### config.mk
export PLATFORM = sky130hd
export DESIGN_NAME = requantize_int32_to_int8_relu_unit
export DESIGN_NICKNAME = d
export VERILOG_FILES = /design/src/sv/rq8_pkg.sv /design/src/sv/requantize_int32_to_int8_relu_unit.sv
export SDC_FILE = /design/constraint.sdc
export NUM_CORES = 2
export LEC_CHECK = 0
export BUFFER_PORTS_ARGS = -buffer_cell sky130_fd_sc_hd__buf_2
export CAP_MARGIN = 20
export CORE_MARGIN = 2
export CORE_UTILIZATION = 55
export CTS_BUF_LIST = sky130_fd_sc_hd__clkbuf_16
export CTS_CLUSTER_DIAMETER = 40
export CTS_CLUSTER_SIZE = 8
export DETAILED_ROUTE_END_ITERATION = 8
export GPL_ROUTABILITY_DRIVEN = 0
export GPL_TIMING_DRIVEN = 0
export PLACE_DENSITY = 0.71
export SLEW_MARGIN = 40
export SYNTH_ARGS = -nofsm -noshare
export SYNTH_HDL_FRONTEND = slang
export SYNTH_SLANG_ARGS = --single-unit
### constraint.sdc
create_clock -name clock -period 24 [get_ports clock]
set_input_delay 2.4 -clock clock [delete_from_list [all_inputs] [get_ports clock]]
set_output_delay 2.4 -clock clock [all_outputs]
set_load 0.005 [all_outputs]
### src/sv/rq8_pkg.sv
// ---------------------------------------------------------------------------
// rq8_pkg
// Shared types, constants and helper functions for the int8 requantiser.
// ---------------------------------------------------------------------------
package rq8_pkg;

   localparam int ACC_W  = 32;
   localparam int ZP_W   = 32;
   localparam int Q_W    = 8;
   localparam int SIG_W  = 25;   // rounded accumulator significand, may carry to 2^24
   localparam int PROD_W = 48;   // accumulator times scale significand
   localparam int EXP_W  = 10;   // signed binary exponents

   localparam logic signed [Q_W-1:0] OUT_MIN = -8'sd128;
   localparam logic signed [Q_W-1:0] OUT_MAX = 8'sd127;

   localparam logic signed [ACC_W-1:0] SAT_POS = 32'sh7FFF_FFFF;
   localparam logic signed [ACC_W-1:0] SAT_NEG = 32'sh8000_0000;

   localparam logic signed [EXP_W-1:0] EXP_SUB  = -10'sd149;  // subnormal exponent
   localparam logic signed [EXP_W-1:0] EXP_BIAS = 10'sd150;   // bias plus fraction width

   // side information carried alongside the arithmetic
   typedef struct packed {
      logic                   neg;      // sign of the product
      logic                   is_inf;   // scale is infinity, product is not NaN
      logic                   is_nan;   // product is NaN
      logic                   last;
      logic signed [ZP_W-1:0] zp;
   } side_type;

   // index of the highest set bit (0 for zero)
   function automatic logic [4:0] top_bit32(input logic [31:0] x);
      logic [4:0] t;
      t = '0;
      for (int i = 0; i < 32; i++) begin
         if (x[i]) t = 5'(i);
      end
      return t;
   endfunction

   function automatic logic [5:0] top_bit48(input logic [PROD_W-1:0] x);
      logic [5:0] t;
      t = '0;
      for (int i = 0; i < PROD_W; i++) begin
         if (x[i]) t = 6'(i);
      end
      return t;
   endfunction

   // x / 2^n rounded to nearest, ties to even; n >= 1
   function automatic logic [PROD_W-1:0] rne_shift(input logic [PROD_W-1:0] x,
                                                   input logic [5:0] n);
      logic [PROD_W-1:0] q;
      logic [PROD_W-1:0] rem;
      logic [PROD_W-1:0] half;
      q    = x >> n;
      rem  = x & ((PROD_W'(1) << n) - PROD_W'(1));
      half = PROD_W'(1) << (n - 6'd1);
      if (rem > half || (rem == half && q[0])) q = q + PROD_W'(1);
      return q;
   endfunction

endpackage

### src/sv/requantize_int32_to_int8_relu_unit.sv
// ---------------------------------------------------------------------------
// requantize_int32_to_int8_relu_unit
// Int32 accumulator times float32 scale, rounded to int, plus zero point,
// clamped to int8 with optional ReLU. Seven-stage pipeline.
// ---------------------------------------------------------------------------
//   channel | ports                                   | direction
//   --------+-----------------------------------------+----------
//   req     | req_valid req_stall + four fields       | in
//   rsp     | rsp_valid rsp_stall rsp_quantized/last  | out
//   csr     | csr_valid csr_ready csr_activation_mode | in
//
// One beat per cycle sustained while rsp is not stalled; the stage registers
// are decode, int-to-float round, multiply, normalise, float round,
// float-to-int, zero point and clamp.
// Synchronous reset clears the valid bits and the activation mode.
// rsp_stall with rsp_valid high freezes every stage together and is passed back as req_stall.
// ---------------------------------------------------------------------------
module requantize_int32_to_int8_relu_unit (
   input  logic                                clock,
   input  logic                                reset,
   input  logic                                req_valid,
   output logic                                req_stall,
   input  logic signed [rq8_pkg::ACC_W-1:0]    req_accumulator,
   input  logic        [31:0]                  req_scale_bits,
   input  logic signed [rq8_pkg::ZP_W-1:0]     req_zero_point,
   input  logic                                req_last_in_chunk,
   output logic                                rsp_valid,
   input  logic                                rsp_stall,
   output logic signed [rq8_pkg::Q_W-1:0]      rsp_quantized,
   output logic                                rsp_last_out,
   input  logic                                csr_valid,
   output logic                                csr_ready,
   input  logic                                csr_activation_mode
);
   import rq8_pkg::*;

   logic advance;
   logic act_mode_ff;
   logic v1_ff, v2_ff, v3_ff, v4_ff, v5_ff, v6_ff, v7_ff;

   // stage 1: decode
   logic [31:0]            mag_in;
   logic                   neg_a_in;
   logic [7:0]             ef_in;
   logic [22:0]            frac_in;
   side_type               side1_in;
   logic [31:0]            mag1_ff;
   logic [4:0]             p1_ff;
   logic [23:0]            sigs1_ff;
   logic signed [EXP_W-1:0] exps1_ff;
   side_type               side1_ff;

   // stage 2: accumulator to float32
   logic [PROD_W-1:0]      r2_in;
   logic [SIG_W-1:0]       siga2_in;
   logic [3:0]             expa2_in;
   logic [SIG_W-1:0]       siga2_ff;
   logic [23:0]            sigs2_ff;
   logic signed [EXP_W-1:0] e2_ff;
   side_type               side2_ff;

   // stage 3: multiply
   logic [PROD_W:0]        full3_in;
   logic [PROD_W-1:0]      prod3_ff;
   logic signed [EXP_W-1:0] e3_ff;
   side_type               side3_ff;

   // stage 4: find the rounding position
   logic signed [EXP_W-1:0] shraw4_in;
   logic signed [EXP_W-1:0] lim4_in;
   logic [PROD_W-1:0]      prod4_ff;
   logic signed [EXP_W-1:0] sh4_ff;
   logic signed [EXP_W-1:0] e4_ff;
   side_type               side4_ff;

   // stage 5: round to float32 precision
   logic [PROD_W-1:0]      r5_in;
   logic [SIG_W-1:0]       q5_in;
   logic signed [EXP_W-1:0] f5_in;
   logic [SIG_W-1:0]       q5_ff;
   logic signed [EXP_W-1:0] f5_ff;
   side_type               side5_ff;

   // stage 6: float32 to saturated int32
   logic [4:0]             tq6_in;
   logic signed [EXP_W-1:0] nf6_in;
   logic [PROD_W-1:0]      r6_in;
   logic [30:0]            mag6_in;
   logic                   sat6_in;
   logic signed [ACC_W-1:0] res6_in;
   logic signed [ACC_W-1:0] res6_ff;
   side_type               side6_ff;

   // stage 7: zero point, clamp, activation
   logic signed [ACC_W+1:0] sum7_in;
   logic signed [Q_W-1:0]  q7_in;
   logic signed [Q_W-1:0]  q7_ff;
   logic                   last7_ff;

   assign advance   = !(v7_ff && rsp_stall);
   assign req_stall = !advance;
   assign csr_ready = 1'b1;
   assign rsp_valid = v7_ff;
   assign rsp_quantized = q7_ff;
   assign rsp_last_out  = last7_ff;

   // ---- stage 1 ----
   always_comb begin
      neg_a_in = req_accumulator[ACC_W-1];
      mag_in   = neg_a_in ? 32'(-req_accumulator) : 32'(req_accumulator);
      ef_in    = req_scale_bits[30:23];
      frac_in  = req_scale_bits[22:0];
      side1_in.neg    = neg_a_in ^ req_scale_bits[31];
      side1_in.is_nan = (ef_in == 8'hFF) && (frac_in != '0 || mag_in == '0);
      side1_in.is_inf = (ef_in == 8'hFF) && !(frac_in != '0 || mag_in == '0);
      side1_in.last   = req_last_in_chunk;
      side1_in.zp     = req_zero_point;
   end

   // ---- stage 2 ----
   always_comb begin
      r2_in = rne_shift({16'b0, mag1_ff}, 6'(p1_ff) - 6'd23);
      if (p1_ff > 5'd23) begin
         siga2_in = r2_in[SIG_W-1:0];
         expa2_in = 4'(p1_ff - 5'd23);
      end else begin
         siga2_in = mag1_ff[SIG_W-1:0];
         expa2_in = '0;
      end
   end

   // ---- stage 3 ----
   assign full3_in = siga2_ff * sigs2_ff;

   // ---- stage 4: sh = max(top - 23, -149 - e), always within -23..24 ----
   always_comb begin
      shraw4_in = $signed({4'b0, top_bit48(prod3_ff)}) - 10'sd23;
      lim4_in   = EXP_SUB - e3_ff;
   end

   // ---- stage 5 ----
   always_comb begin
      r5_in = rne_shift(prod4_ff, 6'(sh4_ff));
      if (sh4_ff <= 10'sd0) begin
         q5_in = prod4_ff[SIG_W-1:0];
         f5_in = e4_ff;
      end else begin
         q5_in = r5_in[SIG_W-1:0];
         f5_in = e4_ff + sh4_ff;
      end
   end

   // ---- stage 6 ----
   always_comb begin
      tq6_in  = top_bit32({7'b0, q5_ff});
      nf6_in  = -f5_ff;
      r6_in   = rne_shift({23'b0, q5_ff}, 6'(nf6_in));
      mag6_in = '0;
      sat6_in = 1'b0;
      if (q5_ff == '0) begin
         mag6_in = '0;
      end else if (f5_ff >= 10'sd0) begin
         if ($signed({5'b0, tq6_in}) + f5_ff >= 10'sd31) sat6_in = 1'b1;
         else mag6_in = 31'(q5_ff) << f5_ff[4:0];
      end else if (nf6_in >= 10'sd26) begin
         mag6_in = '0;
      end else begin
         mag6_in = r6_in[30:0];
      end

      if (side5_ff.is_nan)      res6_in = SAT_POS;
      else if (side5_ff.is_inf || sat6_in) res6_in = side5_ff.neg ? SAT_NEG : SAT_POS;
      else if (side5_ff.neg)    res6_in = -$signed({1'b0, mag6_in});
      else                      res6_in = $signed({1'b0, mag6_in});
   end

   // ---- stage 7 ----
   always_comb begin
      sum7_in = (ACC_W+2)'(res6_ff) + (ACC_W+2)'(side6_ff.zp);
      if (sum7_in < (ACC_W+2)'(OUT_MIN))      q7_in = OUT_MIN;
      else if (sum7_in > (ACC_W+2)'(OUT_MAX)) q7_in = OUT_MAX;
      else                                    q7_in = sum7_in[Q_W-1:0];
      if (act_mode_ff && q7_in[Q_W-1]) q7_in = '0;
   end

   // control
   always_ff @(posedge clock) begin
      if (reset) begin
         act_mode_ff <= 1'b0;
         v1_ff <= 1'b0; v2_ff <= 1'b0; v3_ff <= 1'b0; v4_ff <= 1'b0;
         v5_ff <= 1'b0; v6_ff <= 1'b0; v7_ff <= 1'b0;
      end else begin
         if (csr_valid && csr_ready) act_mode_ff <= csr_activation_mode;
         if (advance) begin
            v1_ff <= req_valid;
            v2_ff <= v1_ff; v3_ff <= v2_ff; v4_ff <= v3_ff;
            v5_ff <= v4_ff; v6_ff <= v5_ff; v7_ff <= v6_ff;
         end
      end
   end

   // datapath: hold everything while stalled
   always_ff @(posedge clock) begin
      if (advance) begin
         mag1_ff  <= mag_in;
         p1_ff    <= top_bit32(mag_in);
         sigs1_ff <= (ef_in == 8'h00) ? {1'b0, frac_in} : {1'b1, frac_in};
         exps1_ff <= (ef_in == 8'h00) ? EXP_SUB : $signed({2'b0, ef_in}) - EXP_BIAS;
         side1_ff <= side1_in;

         siga2_ff <= siga2_in;
         sigs2_ff <= sigs1_ff;
         e2_ff    <= exps1_ff + $signed({6'b0, expa2_in});
         side2_ff <= side1_ff;

         prod3_ff <= full3_in[PROD_W-1:0];
         e3_ff    <= e2_ff;
         side3_ff <= side2_ff;

         prod4_ff <= prod3_ff;
         sh4_ff   <= (lim4_in > shraw4_in) ? lim4_in : shraw4_in;
         e4_ff    <= e3_ff;
         side4_ff <= side3_ff;

         q5_ff    <= q5_in;
         f5_ff    <= f5_in;
         side5_ff <= side4_ff;

         res6_ff  <= res6_in;
         side6_ff <= side5_ff;

         q7_ff    <= q7_in;
         last7_ff <= side6_ff.last;
      end
   end

endmodule
==> impl_metrics.py <==
metrics = {
    "run_status": {
        "run_status": "finished with violations",
        "violations": "DRC",
    },
    "place": {
        "hpwlAfterDp_um": 138000,
        "placedCellCount": 7619,
        "port-buffer-count": 112,
        "place_ws_ns": 13.15,
    },
    "finish": {
        "final_nets": 7297,
        "diodes": 0,
        "fill_cells": 8776,
        "sequential_cell_area_mm2": 0.0165,
        "final_layout_size_suffix_gt1_share_pct": 8.87,
        "stdcell_count": 7753,
        "syn_to_final_growth_pct": 9.39,
        "area_occupied_by_multi_input_gates_mm2": 0.0384,
    },
    "logic_synthesis": {
        "postSynthAreaPerCell_um2": 9.60,
        "synth_top_cell_area_share_pct": 27.9,
        "distinct_cell_type_count_of_the_synthesized_netlist": 118,
        "yosysWarnings": 0,
        "post_synthesis_cell_area_mm2": 0.0586,
        "yosys_most_used_dff": "sky130_fd_sc_hd__edfxtp_1",
        "number_of_synthesized_flops_with_an_enable_pin": 544,
        "post_synthesis_sequential_area_ratio_pct": 28.2,
        "syn-instance-count": 6102,
        "share_of_synthesized_flip_flops_with_an_asynchronous_set_or_reset_pct": 0,
        "syn-num-nets": 7077,
        "synth.ff_latch_count": 552,
        "synth_top_area_cell": "sky130_fd_sc_hd__edfxtp_1",
        "yosys-top-cells-area": "sky130_fd_sc_hd__edfxtp_1 28%, sky130_fd_sc_hd__fa_1 17%, sky130_fd_sc_hd__ha_1 7.8%",
    },
    "clocking": {
        "cts_buffer_depth": 3,
        "cts-hold-fix-buffers": 0,
        "htree_num_levels": 3,
        "cts.sinks": 552,
        "cts-root-buf": "sky130_fd_sc_hd__clkbuf_16",
        "tritoncts.num_buffers": 92,
        "worstSkewPairLatency_ns": 0.71,
        "cts_resized": 0,
        "post-cts-setup-buffers": 0,
        "clock_tree_from_tritoncts": "built",
        "clock_pin_slew_on_the_worst_setup_and_hold_paths_ns": 0.05,
    },
    "die": {
        "die_h_um": 330,
        "start_util_pct": 55.5,
        "core-area_mm2": 0.105,
        "ioPinCount": 115,
        "design.die.area_mm2": 0.109,
        "floorplan.die.width_um": 330,
        "number_of_core_rows": 119,
    },
    "global_routing": {
        "grt_usage_pct": 32.2,
        "overflow": 0,
        "grt_antenna_before_repair": 3,
        "grt_first_pass_wirelength_um": 271000,
        "grt_max_degree": 48,
        "number_of_global_route_vias_before_repair": 47794,
    },
    "worst_hold_path": {
        "min_path_type": "register to register",
        "worst_hold_path.num_cells": 0,
    },
    "timing": {
        "setup_slack_ns": 13.02,
        "final-hold-violation-count": 0,
        "slew_headroom_pct": 35.6,
        "report.final.slew_viol_count": 0,
        "finClkSkew_ns": 0.0718,
        "worst_slew_pin_slew_ns": 0.966,
        "final_setup_violation_count": 0,
        "layout_worst_path_cycle_share_pct": 45.7,
        "unrepaired_setup_endpoints_after_global_routing": "false",
        "fmaxAchievable_ghz": 0.0911,
        "final.setup.tns_ns": 0,
        "final_period_minus_worst_setup_slack_ns": 10.98,
    },
    "detailed_routing": {
        "avgViaCountPerCell": 6.27,
        "detailroute.via_count": 48632,
        "detailedRoute.firstIterationViolations": 6362,
        "routedWlPerCell_um": 22.7,
        "detail_route.drc_violations": 3,
        "drt_first_pass_iters": 9,
        "antenna_violating_nets_post_route": 0,
        "wirelength_um": 176000,
    },
    "critical_path": {
        "crit_path_frequent_cell": "sky130_fd_sc_hd__ha_1",
        "timing.reg2reg.worst_path_depth": 39,
        "critPathKind": "register to register",
        "cp.arrival_ns": 11.41,
        "path_max_fanout": 10,
        "cp-start-kind": "register",
        "worst_path_max_delay_cell": "sky130_fd_sc_hd__ha_1",
        "worst_setup_path_end_kind": "register",
        "critical_path_max_stage_delay_ns": 0.57,
        "required_ns": 24.44,
    },
    "run": {
        "max-cap-violations": 0,
    },
}
## state kept, by name, summed over array words and instances, names as in the netlist, 5 cells and up
name,count
e2_ff,10
res6_ff,32
side6_ff,33
side3_ff,36
rsp_quantized,8
mag1_ff,32
sh4_ff,10
prod4_ff,48
sigs2_ff,24
f5_ff,10
sigs1_ff,24
e4_ff,10
exps1_ff,9
siga2_ff,25
side4_ff,36
side2_ff,36
p1_ff,5
e3_ff,10
side5_ff,36
prod3_ff,48
q5_ff,25
side1_ff,36
## cell usage in the layout (no fill, tap or decap), drive strengths merged, types with 13 or more instances in the layout
cell type,n
a2111oi,13
a211oi,46
a21boi,28
a21o,89
a21oi,239
a22oi,16
a31oi,44
and2,269
and3,36
buf,204
clkbuf,349
clkinv,23
edfxtp,544
fa,507
ha,365
inv,623
mux2,67
mux2i,142
mux4,88
nand2,889
nand2b,55
nand3,108
nand4,49
nor2,335
nor2b,68
nor3,119
nor4,81
o211ai,29
o21a,57
o21ai,261
o21bai,25
o22ai,31
o31a,14
o31ai,41
or2,30
or3,28
or4,17
xnor2,128
xor2,91
## metrics by stage
stage | cell area, um2 | hold slack (ns) | utilization [%]
CTS | 64000 | 0.373 | 60.7
detailed placement | 61200 | 0.405 | 58.0
global route | 64100 | 0.393 | 60.8
global placement | 60900 | 0.401 | 57.7
finish | 64100 | 0.391 | 60.8
floorplan | 58600 | 0.400 | -
## worst max-delay path, delay by kind of cell, from the launching register on
family,cells,cell delay (ns)
buf+inv,9,1.83
compound gates,11,3.08
flops,1,0.50
mux,2,0.56
simple gates,13,3.41
fa+ha+maj,4,1.27
## path summary, 6_finish.rpt
path                                  start     endpoint  slack, ns
worst max-delay path               f5_ff[0]  res6_ff[16]      13.02
worst min-delay path            side3_ff[7]  side4_ff[7]       0.39
worst max register to register     f5_ff[0]  res6_ff[16]      13.02
worst min register to register  side3_ff[7]  side4_ff[7]       0.39
## layer usage
metal / part of all wire [%] / global-route usage (%)
met1: 38 / 41.6
met2: 44 / 49.7
met3: 12 / 9.41
met4: 5.9 / 15.9
met5: 0.012 / 0.130
## layout make-up
class | instances | share of cell area, %
multi-input cells | 4600 | 60.0
flip-flops and latches | 552 | 25.8
inverters | 615 | 3.60
clock buffers | 92 | 3.59
well taps | 1391 | 2.72
plain buffers | 335 | 2.20
repair buffers | 126 | 1.29
clock inverters | 42 | 0.824
## cell families (layout without fill, tap and decap cells)
kind of cell / after synthesis / count (layout) / synth area share [%]
DFF: 552 / 552 / 28.2
other: 1 / 1 / 0.00640
xor gates and xnor gates: 220 / 220 / 3.31
and+or+nand+nor: 2129 / 2129 / 17.6
muxes: 297 / 297 / 7.10
buffers and inverters: 950 / 1210 / 6.34
adders and majority gates: 872 / 872 / 25.1
AOI/OAI and AO/OA: 1081 / 1081 / 12.3
## synth_stat cells, types with 67 or more instances
| library cell | instances |
|---|---|
| sky130_fd_sc_hd__clkbuf_1 | 255 |
| sky130_fd_sc_hd__xor2_1 | 91 |
| sky130_fd_sc_hd__nor2_1 | 332 |
| sky130_fd_sc_hd__nor4_1 | 72 |
| sky130_fd_sc_hd__nor2b_1 | 68 |
| sky130_fd_sc_hd__inv_1 | 608 |
| sky130_fd_sc_hd__nand3_1 | 106 |
| sky130_fd_sc_hd__a21o_1 | 89 |
| sky130_fd_sc_hd__edfxtp_1 | 544 |
| sky130_fd_sc_hd__nand2_1 | 887 |
| sky130_fd_sc_hd__xnor2_1 | 128 |
| sky130_fd_sc_hd__o21ai_0 | 248 |
| sky130_fd_sc_hd__ha_1 | 365 |
| sky130_fd_sc_hd__nor3_1 | 116 |
| sky130_fd_sc_hd__mux4_2 | 88 |
| sky130_fd_sc_hd__mux2_2 | 67 |
| sky130_fd_sc_hd__and2_1 | 268 |
| sky130_fd_sc_hd__fa_1 | 507 |
| sky130_fd_sc_hd__mux2i_1 | 142 |
| sky130_fd_sc_hd__a21oi_1 | 236 |
Power is left out: the tool's default activity adds up to more than one toggle a clock period on the data nets, which glitch-free logic cannot reach.
